<file path="src/design/lsf_pkg.sv">
// Shared types for the link session controller: session states, event codes
// and error codes. No dependencies.
package lsf_pkg;

  // Session states
  typedef enum logic [3:0] {
    ST_IDLE         = 4'd0,
    ST_SCANNING     = 4'd1,
    ST_CONNECTING   = 4'd2,
    ST_WAIT_SVC     = 4'd3,
    ST_BINDING      = 4'd4,
    ST_CREATE_PORT  = 4'd5,
    ST_ENABLE_NTF   = 4'd6,
    ST_STREAMING    = 4'd7,
    ST_RECONNECTING = 4'd8,
    ST_ERROR        = 4'd9
  } state_t;

  // Event codes carried by one request
  typedef enum logic [4:0] {
    EV_SCAN           = 5'd0,
    EV_CONNECT        = 5'd1,
    EV_DISCONNECT     = 5'd2,
    EV_FORGET         = 5'd3,
    EV_DEVICE_FOUND   = 5'd4,
    EV_CONNECTED      = 5'd5,
    EV_DISCONNECTED   = 5'd6,
    EV_SVC_RESOLVED   = 5'd7,
    EV_ADAPTER_OFF    = 5'd8,
    EV_CONNECT_FAILED = 5'd9,
    EV_SVC_NOT_FOUND  = 5'd10,
    EV_CHAR_FOUND     = 5'd11,
    EV_CHAR_NOT_FOUND = 5'd12,
    EV_PORT_READY     = 5'd13,
    EV_PORT_FAILED    = 5'd14,
    EV_PORT_IO_FAILED = 5'd15,
    EV_PORT_DEC_FAIL  = 5'd16,
    EV_NOTIFY_OK      = 5'd17,
    EV_NOTIFY_FAILED  = 5'd18,
    EV_WRITE_FAILED   = 5'd19,
    EV_RUNTIME_FAILED = 5'd20,
    EV_RECONN_TIMER   = 5'd21,
    EV_TIMEOUT        = 5'd22,
    EV_FATAL          = 5'd23
  } event_t;

  // Error codes
  typedef enum logic [4:0] {
    ER_NONE        = 5'd0,
    ER_UNAVAILABLE = 5'd1,
    ER_ADAPTER_OFF = 5'd2,
    ER_CONN_FAILED = 5'd3,
    ER_CONN_TMO    = 5'd4,
    ER_SVC_TMO     = 5'd5,
    ER_SVC_NF      = 5'd6,
    ER_CHAR_NF     = 5'd7,
    ER_NTF_FAILED  = 5'd8,
    ER_NTF_TMO     = 5'd9,
    ER_WR_FAILED   = 5'd10,
    ER_PORT_FAILED = 5'd11,
    ER_PORT_IO     = 5'd12,
    ER_PORT_DEC    = 5'd13,
    ER_RUNTIME     = 5'd14,
    ER_DISCONN     = 5'd15,
    ER_INVALID     = 5'd16,
    ER_INTERNAL    = 5'd17
  } err_t;

  // Configuration register indexes
  localparam logic REG_RECONNECT_EN = 1'b0;

endpackage

</file>
<file path="src/design/link_session_fsm.sv">
// Link session controller top level: event input register, next-state logic
// and result register, plus the configuration port. Uses lsf_pkg.
//
//  channel   | direction | signals                              | width
//  ----------+-----------+--------------------------------------+--------------
//  event     | in        | ev_valid, ev_stall, event_code       | 5
//  result    | out       | res_valid, res_stall, accepted,      | 1,4,5,1,16
//            |           | session_state, error_code,           |
//            |           | streaming_ready, attempt_count       |
//  config    | in/out    | psel, penable, pwrite, paddr, pwdata,| 3 addr, 32 data
//            |           | prdata, pready                       |
//
// A taken event goes from the event input register through the next-state logic
// into the result register; one event is taken every cycle while ev_stall is low.
// Synchronous reset returns the session to idle with all flags, the error
// and the attempt counter cleared, and reconnect_en set.
// A stalled result holds; the event register keeps taking requests until it
// too is full, then ev_stall rises.
module link_session_fsm (
  input  logic        clk,
  input  logic        rst,
  // configuration port
  input  logic        psel,
  input  logic        penable,
  input  logic        pwrite,
  input  logic [2:0]  paddr,
  input  logic [31:0] pwdata,
  output logic [31:0] prdata,
  output logic        pready,
  // event channel
  input  logic        ev_valid,
  output logic        ev_stall,
  input  logic [4:0]  event_code,
  // result channel
  output logic        res_valid,
  input  logic        res_stall,
  output logic        accepted,
  output logic [3:0]  session_state,
  output logic [4:0]  error_code,
  output logic        streaming_ready,
  output logic [15:0] attempt_count
);

  // Configuration register
  logic reconnect_en;

  // Session registers
  lsf_pkg::state_t state, state_next;
  lsf_pkg::err_t   last_error, last_error_next;
  logic            link_up, link_up_next;
  logic            services_done, services_done_next;
  logic            notify_on, notify_on_next;
  logic            port_ready, port_ready_next;
  logic [15:0]     attempts, attempts_next;

  // Event input register
  logic            ev_q_valid;
  lsf_pkg::event_t ev_q;

  // Handshake and decode controls
  logic            res_free;
  logic            ev_move;
  logic            ok;
  logic            td;
  logic            td_keep;
  logic            rec;
  lsf_pkg::err_t   rec_err;
  logic            ready_next;
  logic            cfg_wr;

  // Configuration port: always ready, one register at the bottom word
  assign pready = 1'b1;
  assign cfg_wr = psel && penable && pwrite && pready;

  always_ff @(posedge clk) begin
    if (rst) begin
      reconnect_en <= 1'b1;
    end else if (cfg_wr && (paddr[2] == lsf_pkg::REG_RECONNECT_EN)) begin
      reconnect_en <= pwdata[0];
    end
  end

  always_comb begin
    prdata = 32'd0;
    if (paddr[2] == lsf_pkg::REG_RECONNECT_EN) begin
      prdata = {31'd0, reconnect_en};
    end
  end

  // Pipeline handshake: the event register advances when the result slot frees
  assign res_free = !res_valid || !res_stall;
  assign ev_move  = ev_q_valid && res_free;
  assign ev_stall = ev_q_valid && !res_free;

  // Capture an event request
  always_ff @(posedge clk) begin
    if (rst) begin
      ev_q_valid <= 1'b0;
    end else if (!ev_stall) begin
      ev_q_valid <= ev_valid;
    end
  end

  always_ff @(posedge clk) begin
    if (!ev_stall && ev_valid) begin
      ev_q <= lsf_pkg::event_t'(event_code);
    end
  end

  // Next-state logic: global events first, then per-state transitions
  always_comb begin
    state_next         = state;
    last_error_next    = last_error;
    link_up_next       = link_up;
    services_done_next = services_done;
    notify_on_next     = notify_on;
    port_ready_next    = port_ready;
    attempts_next      = attempts;
    ok                 = 1'b1;
    td                 = 1'b0;
    td_keep            = 1'b0;
    rec                = 1'b0;
    rec_err            = lsf_pkg::ER_NONE;

    unique case (ev_q) inside
      lsf_pkg::EV_DISCONNECT, lsf_pkg::EV_FORGET: begin
        td              = 1'b1;
        state_next      = lsf_pkg::ST_IDLE;
        last_error_next = lsf_pkg::ER_NONE;
      end
      lsf_pkg::EV_FATAL: begin
        state_next      = lsf_pkg::ST_ERROR;
        last_error_next = lsf_pkg::ER_INTERNAL;
      end
      lsf_pkg::EV_RUNTIME_FAILED: begin
        state_next      = lsf_pkg::ST_ERROR;
        last_error_next = lsf_pkg::ER_RUNTIME;
      end
      lsf_pkg::EV_ADAPTER_OFF: begin
        td              = 1'b1;
        state_next      = lsf_pkg::ST_ERROR;
        last_error_next = lsf_pkg::ER_ADAPTER_OFF;
      end
      lsf_pkg::EV_CONNECT_FAILED: begin
        if (state == lsf_pkg::ST_CONNECTING) begin
          td      = 1'b1;
          rec     = 1'b1;
          rec_err = lsf_pkg::ER_CONN_FAILED;
        end else begin
          state_next      = lsf_pkg::ST_ERROR;
          last_error_next = lsf_pkg::ER_CONN_FAILED;
        end
      end
      lsf_pkg::EV_TIMEOUT: begin
        if (state == lsf_pkg::ST_CONNECTING) begin
          td      = 1'b1;
          rec     = 1'b1;
          rec_err = lsf_pkg::ER_CONN_TMO;
        end else if (state == lsf_pkg::ST_WAIT_SVC) begin
          td      = 1'b1;
          td_keep = 1'b1;
          rec     = 1'b1;
          rec_err = lsf_pkg::ER_SVC_TMO;
        end else if (state == lsf_pkg::ST_ENABLE_NTF) begin
          td      = 1'b1;
          td_keep = 1'b1;
          rec     = 1'b1;
          rec_err = lsf_pkg::ER_NTF_TMO;
        end else begin
          state_next      = lsf_pkg::ST_ERROR;
          last_error_next = lsf_pkg::ER_INTERNAL;
        end
      end
      lsf_pkg::EV_SVC_NOT_FOUND: begin
        state_next      = lsf_pkg::ST_ERROR;
        last_error_next = lsf_pkg::ER_SVC_NF;
      end
      lsf_pkg::EV_CHAR_NOT_FOUND: begin
        state_next      = lsf_pkg::ST_ERROR;
        last_error_next = lsf_pkg::ER_CHAR_NF;
      end
      lsf_pkg::EV_PORT_FAILED: begin
        state_next      = lsf_pkg::ST_ERROR;
        last_error_next = lsf_pkg::ER_PORT_FAILED;
      end
      lsf_pkg::EV_NOTIFY_FAILED: begin
        td      = 1'b1;
        td_keep = 1'b1;
        rec     = 1'b1;
        rec_err = lsf_pkg::ER_NTF_FAILED;
      end
      lsf_pkg::EV_WRITE_FAILED: begin
        td      = 1'b1;
        td_keep = 1'b1;
        rec     = 1'b1;
        rec_err = lsf_pkg::ER_WR_FAILED;
      end
      lsf_pkg::EV_PORT_IO_FAILED: begin
        last_error_next = lsf_pkg::ER_PORT_IO;
        if (state != lsf_pkg::ST_STREAMING) begin
          state_next = lsf_pkg::ST_ERROR;
        end
      end
      lsf_pkg::EV_PORT_DEC_FAIL: begin
        last_error_next = lsf_pkg::ER_PORT_DEC;
        if (state != lsf_pkg::ST_STREAMING) begin
          state_next = lsf_pkg::ST_ERROR;
        end
      end
      default: begin
        // Per-state transitions; anything unmatched is an invalid transition
        ok = 1'b0;
        unique case (state)
          lsf_pkg::ST_IDLE: begin
            if (ev_q == lsf_pkg::EV_SCAN) begin
              ok = 1'b1;
              state_next = lsf_pkg::ST_SCANNING;
            end else if (ev_q == lsf_pkg::EV_CONNECT) begin
              ok = 1'b1;
              state_next = lsf_pkg::ST_CONNECTING;
            end
          end
          lsf_pkg::ST_SCANNING: begin
            if (ev_q == lsf_pkg::EV_DEVICE_FOUND) begin
              ok = 1'b1;
            end else if (ev_q == lsf_pkg::EV_CONNECT) begin
              ok = 1'b1;
              state_next = lsf_pkg::ST_CONNECTING;
            end
          end
          lsf_pkg::ST_CONNECTING: begin
            if (ev_q == lsf_pkg::EV_CONNECTED) begin
              ok = 1'b1;
              link_up_next = 1'b1;
              state_next   = lsf_pkg::ST_WAIT_SVC;
            end else if (ev_q == lsf_pkg::EV_DISCONNECTED) begin
              ok      = 1'b1;
              td      = 1'b1;
              rec     = 1'b1;
              rec_err = lsf_pkg::ER_CONN_FAILED;
            end
          end
          lsf_pkg::ST_WAIT_SVC: begin
            if (ev_q == lsf_pkg::EV_SVC_RESOLVED) begin
              ok = 1'b1;
              services_done_next = 1'b1;
              state_next         = lsf_pkg::ST_BINDING;
            end
          end
          lsf_pkg::ST_BINDING: begin
            if (ev_q == lsf_pkg::EV_CHAR_FOUND) begin
              ok = 1'b1;
              state_next = lsf_pkg::ST_CREATE_PORT;
            end
          end
          lsf_pkg::ST_CREATE_PORT: begin
            if (ev_q == lsf_pkg::EV_PORT_READY) begin
              ok = 1'b1;
              port_ready_next = 1'b1;
              state_next      = lsf_pkg::ST_ENABLE_NTF;
            end
          end
          lsf_pkg::ST_ENABLE_NTF: begin
            if (ev_q == lsf_pkg::EV_NOTIFY_OK) begin
              ok = 1'b1;
              notify_on_next = 1'b1;
              state_next     = lsf_pkg::ST_STREAMING;
            end
          end
          lsf_pkg::ST_STREAMING: begin
          end
          lsf_pkg::ST_RECONNECTING: begin
            if ((ev_q == lsf_pkg::EV_RECONN_TIMER) || (ev_q == lsf_pkg::EV_CONNECT)) begin
              ok = 1'b1;
              attempts_next = attempts + 16'd1;
              state_next    = lsf_pkg::ST_CONNECTING;
            end
          end
          lsf_pkg::ST_ERROR: begin
            if (ev_q == lsf_pkg::EV_CONNECT) begin
              ok = 1'b1;
              td = 1'b1;
              state_next = lsf_pkg::ST_CONNECTING;
            end else if (ev_q == lsf_pkg::EV_SCAN) begin
              ok = 1'b1;
              td = 1'b1;
              state_next = lsf_pkg::ST_SCANNING;
            end
          end
          default: begin
          end
        endcase

        // Lost link in any state from service wait through streaming keeps the port
        if (!ok && (ev_q == lsf_pkg::EV_DISCONNECTED) &&
            (state == lsf_pkg::ST_WAIT_SVC || state == lsf_pkg::ST_BINDING ||
             state == lsf_pkg::ST_CREATE_PORT || state == lsf_pkg::ST_ENABLE_NTF ||
             state == lsf_pkg::ST_STREAMING)) begin
          ok      = 1'b1;
          td      = 1'b1;
          td_keep = 1'b1;
          rec     = 1'b1;
          rec_err = lsf_pkg::ER_DISCONN;
        end

        // Mark an unmatched event invalid; clear the error on a state change; a found device keeps it
        if (!ok) begin
          last_error_next = lsf_pkg::ER_INVALID;
        end else if (state_next != state) begin
          last_error_next = lsf_pkg::ER_NONE;
        end
      end
    endcase

    // Drop link, services and notify; drop the port unless kept
    if (td) begin
      link_up_next       = 1'b0;
      services_done_next = 1'b0;
      notify_on_next     = 1'b0;
      if (!td_keep) begin
        port_ready_next = 1'b0;
      end
    end

    // Recoverable failure: reconnect or stop in error
    if (rec) begin
      state_next      = reconnect_en ? lsf_pkg::ST_RECONNECTING : lsf_pkg::ST_ERROR;
      last_error_next = rec_err;
    end

    ready_next = (state_next == lsf_pkg::ST_STREAMING) && link_up_next &&
                 services_done_next && notify_on_next && port_ready_next;
  end

  // Session state registers: advance on each processed event
  always_ff @(posedge clk) begin
    if (rst) begin
      state         <= lsf_pkg::ST_IDLE;
      last_error    <= lsf_pkg::ER_NONE;
      link_up       <= 1'b0;
      services_done <= 1'b0;
      notify_on     <= 1'b0;
      port_ready    <= 1'b0;
      attempts      <= 16'd0;
    end else if (ev_move) begin
      state         <= state_next;
      last_error    <= last_error_next;
      link_up       <= link_up_next;
      services_done <= services_done_next;
      notify_on     <= notify_on_next;
      port_ready    <= port_ready_next;
      attempts      <= attempts_next;
    end
  end

  // Result register: load on move, drop once taken
  always_ff @(posedge clk) begin
    if (rst) begin
      res_valid <= 1'b0;
    end else if (res_free) begin
      res_valid <= ev_move;
    end
  end

  always_ff @(posedge clk) begin
    if (ev_move) begin
      accepted        <= ok;
      session_state   <= state_next;
      error_code      <= last_error_next;
      streaming_ready <= ready_next;
      attempt_count   <= attempts_next;
    end
  end

  // Event register only stalls while it holds a request
  a_stall_needs_item: assert property (@(posedge clk) disable iff (rst)
    ev_stall |-> ev_q_valid)
    else $error("event stall without a held request");

  // Error state always carries an error code
  a_error_has_code: assert property (@(posedge clk) disable iff (rst)
    (state == lsf_pkg::ST_ERROR) |-> (last_error != lsf_pkg::ER_NONE))
    else $error("error state with no error code");

  // Attempt counter moves only on reconnecting to connecting
  a_attempt_step: assert property (@(posedge clk) disable iff (rst)
    (!$past(rst) && (attempts != $past(attempts))) |->
      (($past(state) == lsf_pkg::ST_RECONNECTING) &&
       (state == lsf_pkg::ST_CONNECTING) && (attempts == $past(attempts) + 16'd1)))
    else $error("attempt counter changed outside a reconnect");

  // Streaming readiness is only reported in the streaming state
  a_ready_streaming: assert property (@(posedge clk) disable iff (rst)
    (res_valid && streaming_ready) |->
      (session_state == lsf_pkg::ST_STREAMING))
    else $error("streaming_ready outside streaming state");

endmodule

</file>
<file path="config.mk">
export PLATFORM = sky130hd
export DESIGN_NAME = link_session_fsm
export DESIGN_NICKNAME = d
export VERILOG_FILES = /design/src/design/lsf_pkg.sv /design/src/design/link_session_fsm.sv
export SDC_FILE = /design/constraint.sdc
export NUM_CORES = 1
export LEC_CHECK = 0
export ABC_AREA = 0
export BUFFER_PORTS_ARGS = -buffer_cell sky130_fd_sc_hd__buf_2
export CORE_MARGIN = 3
export CORE_UTILIZATION = 53
export DETAILED_ROUTE_END_ITERATION = 8
export GPL_TIMING_DRIVEN = 0
export PLACE_DENSITY = 0.76
export SLEW_MARGIN = 20
export SYNTH_ARGS = -nofsm -noshare
export SYNTH_HDL_FRONTEND = slang
export SYNTH_SLANG_ARGS = --single-unit
</file>
<file path="constraint.sdc">
create_clock -name clk -period 3.1 [get_ports clk]
set_input_delay 0 -clock clk [delete_from_list [all_inputs] [get_ports clk]]
set_output_delay 0 -clock clk [all_outputs]
set_load 0.005 [all_outputs]
</file>
Word-level counts from Yosys, hierarchy flattened
Cells that the tools add are included.
- register bits: 64
- input port bits: 47
- output and inout bits: 62
- logic and storage cells: 176
- add/sub/neg operators: 1
- equality and inequality tests: 35
- muxes and demuxes: 89
- bitwise gates (word level): 1
- reduce and logical (&&, ||, !) cells: 34
- operators with widths (cell ; number):
    2-to-1 mux 4 bit ; 20
    case mux 5 bit (12 select lines) ; 1
    2-to-1 mux 16 bit ; 3
    2-to-1 mux 5 bit ; 9
    2-to-1 mux 1 bit ; 44
    == test 5 x 4 -> 1 bit, second input constant ; 8
    == test 5 bit, second input constant ; 8
    case mux 4 bit (9 select lines) ; 1
    case mux 5 bit (5 select lines) ; 1
    case mux 4 bit (6 select lines) ; 1
    == test 4 x 3 -> 1 bit, second input constant ; 5
    == test 5 x 3 -> 1 bit, second input constant ; 4
    adder 16 x 1 -> 16 bit, second input constant ; 1
    OR reduction 14 bit ; 1
    logical AND 1 bit ; 12
    OR reduction 11 bit ; 1
    == test 5 x 2 -> 1 bit, second input constant ; 2
    OR reduction 10 bit ; 1
    case mux 1 bit (9 select lines) ; 1
    == test 4 x 2 -> 1 bit, second input constant ; 2
    == test 4 bit, second input constant ; 2
    2-to-1 mux 2 bit ; 4
    case mux 1 bit (4 select lines) ; 2
    OR reduction 7 bit ; 1
    14 further kinds ; 25

Longest topological paths before layout
- depth after elaboration: 16
- mapped depth: 9
- mapped depth without buffers: 7

Worst setup path before layout
OpenSTA, ideal clock, no wires.
- kind: register -> register
- from: register state[2]
- to: register attempt_count[10], data pin
- setup time: 0.259 ns
- data arrival time: 2.197 ns
- data required time: 2.841 ns
- path slack: 0.644 ns
- cell stages (with the launch flop): 8
- period minus slack after synthesis: 2.456 ns
- path through: dfxtp_1 buf_6 or4b_4 or4b_1 buf_2 nor4_4 nand3_1 xnor2_1
- longest elaborated chain between the ends: 3
- RTL lines (item ; RTL line ; RTL):
    start: declaration ; link_session_fsm.sv:48 ; lsf_pkg::state_t state, state_next;
    start signal: assignment ; link_session_fsm.sv:338 ; state <= lsf_pkg::ST_IDLE;
    start signal: assignment ; link_session_fsm.sv:346 ; state <= state_next;
    == test 4 bit ; link_session_fsm.sv:213 ; unique case (state)
    2-to-1 mux 16 bit ; link_session_fsm.sv:213 ;
    2-to-1 mux 16 bit ; link_session_fsm.sv:125 ; unique case (ev_q) inside
    via attempts_next[10] ; link_session_fsm.sv:54 ; logic [15:0] attempts, attempts_next;
    end signal: assignment ; link_session_fsm.sv:371 ; attempt_count <= attempts_next;
    end: declaration ; link_session_fsm.sv:41 ; output logic [15:0] attempt_count
The timed path passes the listed nets, and every way through them passes these cells.
A chain may end at the register's enable or synchronous reset.

Final worst setup path
- from: register state[3]
- to: register streaming_ready, data pin
- longest elaborated chain between the ends: 14
- RTL lines (item ; RTL line ; RTL):
    == test 4 bit, or another cell as far along ; link_session_fsm.sv:213 ;
    case mux 1 bit (9 select lines) or logical OR 1 bit (tied branches) ; link_session_fsm.sv:213, link_session_fsm.sv:296 ;
    2-to-1 mux 1 bit or logical OR 1 bit (tied branches) ; link_session_fsm.sv:125, link_session_fsm.sv:296 ;
    logical NOT 1 bit or logical OR 1 bit (tied branches) ; link_session_fsm.sv:295, link_session_fsm.sv:297 ;
    logical AND 1 bit or logical OR 1 bit (tied branches) ; link_session_fsm.sv:295, link_session_fsm.sv:297 ;
    logical AND 1 bit ; link_session_fsm.sv:295 ; if (!ok && (ev_q == lsf_pkg::EV_DISCONNECTED) &&
    2-to-1 mux 1 bit ; link_session_fsm.sv:295 ;
    case mux 1 bit (4 select lines) ; link_session_fsm.sv:125 ;
    2-to-1 mux 4 bit ; link_session_fsm.sv:326 ; if (rec) begin
    == test 4 x 3 -> 1 bit ; link_session_fsm.sv:331 ; ready_next = (state_next == lsf_pkg::ST_STREAMING) && link_up_next &&
    logical AND 1 bit (2 in a row) ; link_session_fsm.sv:331 ;
    logical AND 1 bit ; link_session_fsm.sv:332 ; services_done_next && notify_on_next && port_ready_next;
    logical AND 1 bit (*) ; link_session_fsm.sv:332 ;
    via ready_next ; link_session_fsm.sv:68 ; logic ready_next;
    end signal: assignment ; link_session_fsm.sv:370 ; streaming_ready <= ready_next;
    end: declaration ; link_session_fsm.sv:40 ; output logic streaming_ready,
Mark *: on every way through the listed nets, which the timed path passes. The rest lies on a longest branch. The select of a mux whose other input is x is not followed.

==> impl_metrics.tcl <==
set metrics [dict create \
    outcome "complete, no violations" \
    holdCritStartpoint "pwrite" \
    worstPathRequired_ns 3.25 \
    cts_max_level 3 \
    finalNonFillerCells 679 \
    layout-drive-gt1-share_pct 18.8 \
    yosys.area.top_type_share_pct 23.5 \
    p_clk_share_pct 40.1 \
    maxCapViolCount 0 \
    clockBufferDepth 2 \
    ir_drop_uv 270 \
    route.detailed.vias_per_inst 5.80 \
    core_area_sq_mm 0.00737 \
    async_flop_share_pct 0 \
    synth.most_common_cell "nor2_1" \
    yosys.area.top_type "edfxtp_1" \
    rows 31 \
    grt_pass1_wl_um 18200 \
    clk_latency_ns 0.35 \
    r2r_cells 8 \
    cts_tree "done" \
    path_clk_slew_ns 0.08 \
    crit_type "reg -> reg" \
    grt_pass1_vias 3597 \
    clock-sinks 64 \
    max_freq_mhz 338 \
    synth_cells 483 \
    postCtsSetupBuffers 0 \
    die_w_um 93.9 \
    slew_viol_final 0 \
    combPwrFrac_pct 14.4 \
    path_buf_inv 2 \
    worst_pin_slew_ns 0.686 \
    ys_warn_count 0 \
    p_seq_share_pct 45.5 \
    crit_chain "clkbuf_1, clkbuf_1, a21oi_1, a41oi_1, nor4_1, o311ai_1, nand3_1, nor4b_1" \
    wl_um 11500 \
    drc 0 \
    grt_overflow_total 0 \
    placed_area_sq_mm 0.00458 \
    switchingPower_w 0.000559 \
    drt-pass1-iter-count 8 \
    gp_congestion 0.946 \
    dpl.cell_count 655 \
    vias 3936 \
    drtIter0Drc 313 \
    arrival_ns 3.10 \
    r2r-end "streaming_ready" \
    grt_antenna_before_repair 0 \
    cpPeakStageDelay_ns 0.53 \
    grt_max_degree 24 \
    cp_slowest_cell "o311ai_1" \
    crit_fanout 10 \
    ys_top_cells_by_count "nor2_1, nand2_1, buf_4, dfxtp_1, edfxtp_1" \
    min_path_cells 3 \
    numCtsBuffers 9 \
    finalNetCount 623 \
    grt.total_usage_pct 26.6 \
    start_util_pct 55.6 \
    die-area_sq_mm 0.00882 \
    crit_path_end_kind "register" \
    area_growth_pct 19.5 \
    syn_area_sq_mm 0.00409 \
    boundaryPins 109 \
    timing.slew.headroom_pct 53.9 \
    p_leak_nw 1.95 \
    synth.distinct_cells 63 \
    finalClockSkew_ns 0.00878 \
    tns_ns 0 \
    p_per_area_mw_per_mm2 420 \
    hp-class "in -> reg" \
    synthFlopType "edfxtp_1" \
    r2r-start "state[3]" \
    dp_hpwl_um 8430 \
    ys_top_cells_by_area "edfxtp_1, dfxtp_1, buf_4" \
    diodes 0 \
    final_area_sq_mm 0.00489 \
    critPathTopFamily "compound AO/OA/AOI/OAI gates" \
    start_kind "register" \
    cp_common_cell "clkbuf_1" \
    swShare_pct 27.2 \
    synth_edf_count 32 \
    yosysSeqAreaShare_pct 39.1 \
    ys_ff_latch 64 \
    ant_nets 0 \
    r2r_slack_ns 0.15 \
    setup_viol 0 \
    io_buffers 42 \
    p_int_w 0.00150 \
    syn_avg_cell_area_sq_um 8.48 \
    num-fill-cells 635 \
    hold_violations 0 \
    whs_endpoint "reconnect_en" \
    routedWlPerCell_um 17.0 \
    fin_crit_sh_pct 95.3 \
    period_minus_slack_ns 2.95 \
    fp.dieH_um 93.9 \
    cts_root_buffer "clkbuf_8" \
]
## registers in the layout, indices dropped and copies added, names as in the netlist
signal           flops
attempt_count       16
attempts            16
error_code           5
ev_q                 5
last_error           5
session_state        4
state                4
accepted             1
ev_q_valid           1
link_up              1
notify_on            1
port_ready           1
reconnect_en         1
res_valid            1
services_done        1
streaming_ready      1
## how the worst max path moves through the flow
stage / cells after the start / to / start / slack [ns]
detailed placement: 8 / streaming_ready / state[3] / 0.08
global placement: 7 / streaming_ready / state[1] / 0.03
CTS: 8 / streaming_ready / state[3] / 0.02
global route: 8 / streaming_ready / ev_q[3] / -0.003
finish: 8 / streaming_ready / state[3] / 0.15
floorplan: 7 / attempt_count[10] / state[2] / 0.64
## through the flow
| stage | util, % | total power, W | hold slack (ns) | worst slack [ns] |
|---|---|---|---|---|
| floorplan | - | 0.00114 | 0.0269 | 0.644 |
| global placement | 61.6 | 0.00123 | 0.177 | 0.0273 |
| detailed placement | 62.1 | 0.00123 | 0.179 | 0.0842 |
| CTS | 66.2 | 0.00205 | 0.0582 | 0.0177 |
| global route | 66.4 | 0.00213 | 0.0757 | -0.00301 |
| finish | 66.4 | 0.00206 | 0.0538 | 0.145 |
## logic make-up after synthesis
family | synth area share, %
adder cells (fa/ha/maj) | 0.306
XOR/XNOR | 7.06
other | 0.183
flip-flops | 39.1
AO/OA/AOI/OAI | 13.5
buffers and inverters | 9.99
AND/OR/NAND/NOR | 29.9
## what timing repair did
| action | 4_1_cts | 5_1_grt |
|---|---|---|
| gates resized for setup | 0 | 6 |
| setup endpoints to repair | 0 | 8 |
| hold endpoints to repair | 8 | 0 |
| hold buffers | 8 | 0 |
## power by group through the flow
stage                     Clock [W]  Sequential [W]  Combinational [W]
after floorplan                   0        0.000954           0.000186
after global routing       0.000871        0.000939           0.000323
after CTS                  0.000827        0.000935           0.000287
after detailed placement          0        0.000955           0.000277
after global placement            0        0.000955           0.000272
final                      0.000824        0.000935           0.000296
## per-layer routing
layer,routed length [um],global-route usage [%]
met5,0,0
met4,301,8.06
met3,1050,7.13
met2,5210,41.2
met1,4960,36.3
## cell usage in the layout, fill, tap and decap left out, drive strengths merged, types with 6 or more instances in the layout
cell type	Yosys	routed
xor2	20	20
nor3	10	10
o21ai	22	22
a21oi	23	23
and3	6	6
edfxtp	32	32
xnor2	13	13
conb	2	32
nand4	10	10
nor4	14	14
clkbuf	27	36
and4	7	7
nand2	44	44
buf	37	80
nor2b	14	14
nor2	49	49
dfxtp	32	32
or3	7	7
a31oi	7	7
inv	10	12
dlygate4sd3	0	8
nand2b	8	8
nand3	19	19
## worst register-to-register path: stages, from the launching register on
cell      delay (ns)
dfxtp_1         0.39
clkbuf_1        0.41
clkbuf_1        0.43
a21oi_1         0.17
a41oi_1         0.30
nor4_1          0.09
o311ai_1        0.53
nand3_1         0.14
nor4b_1         0.29
## final cells by class
cell class | count | area, sq um | share of cell area, %
Buffer | 64 | 375 | 7.67
Clock buffer | 9 | 124 | 2.53
Clock inverter | 7 | 103 | 2.10
Inverter | 10 | 37.5 | 0.767
Multi-Input combinational cell | 375 | 2210 | 45.2
Sequential cell | 64 | 1600 | 32.7
Tap cell | 99 | 124 | 2.53
Timing Repair Buffer | 51 | 318 | 6.50
Note: power is estimated with default switching activity, not from simulation.
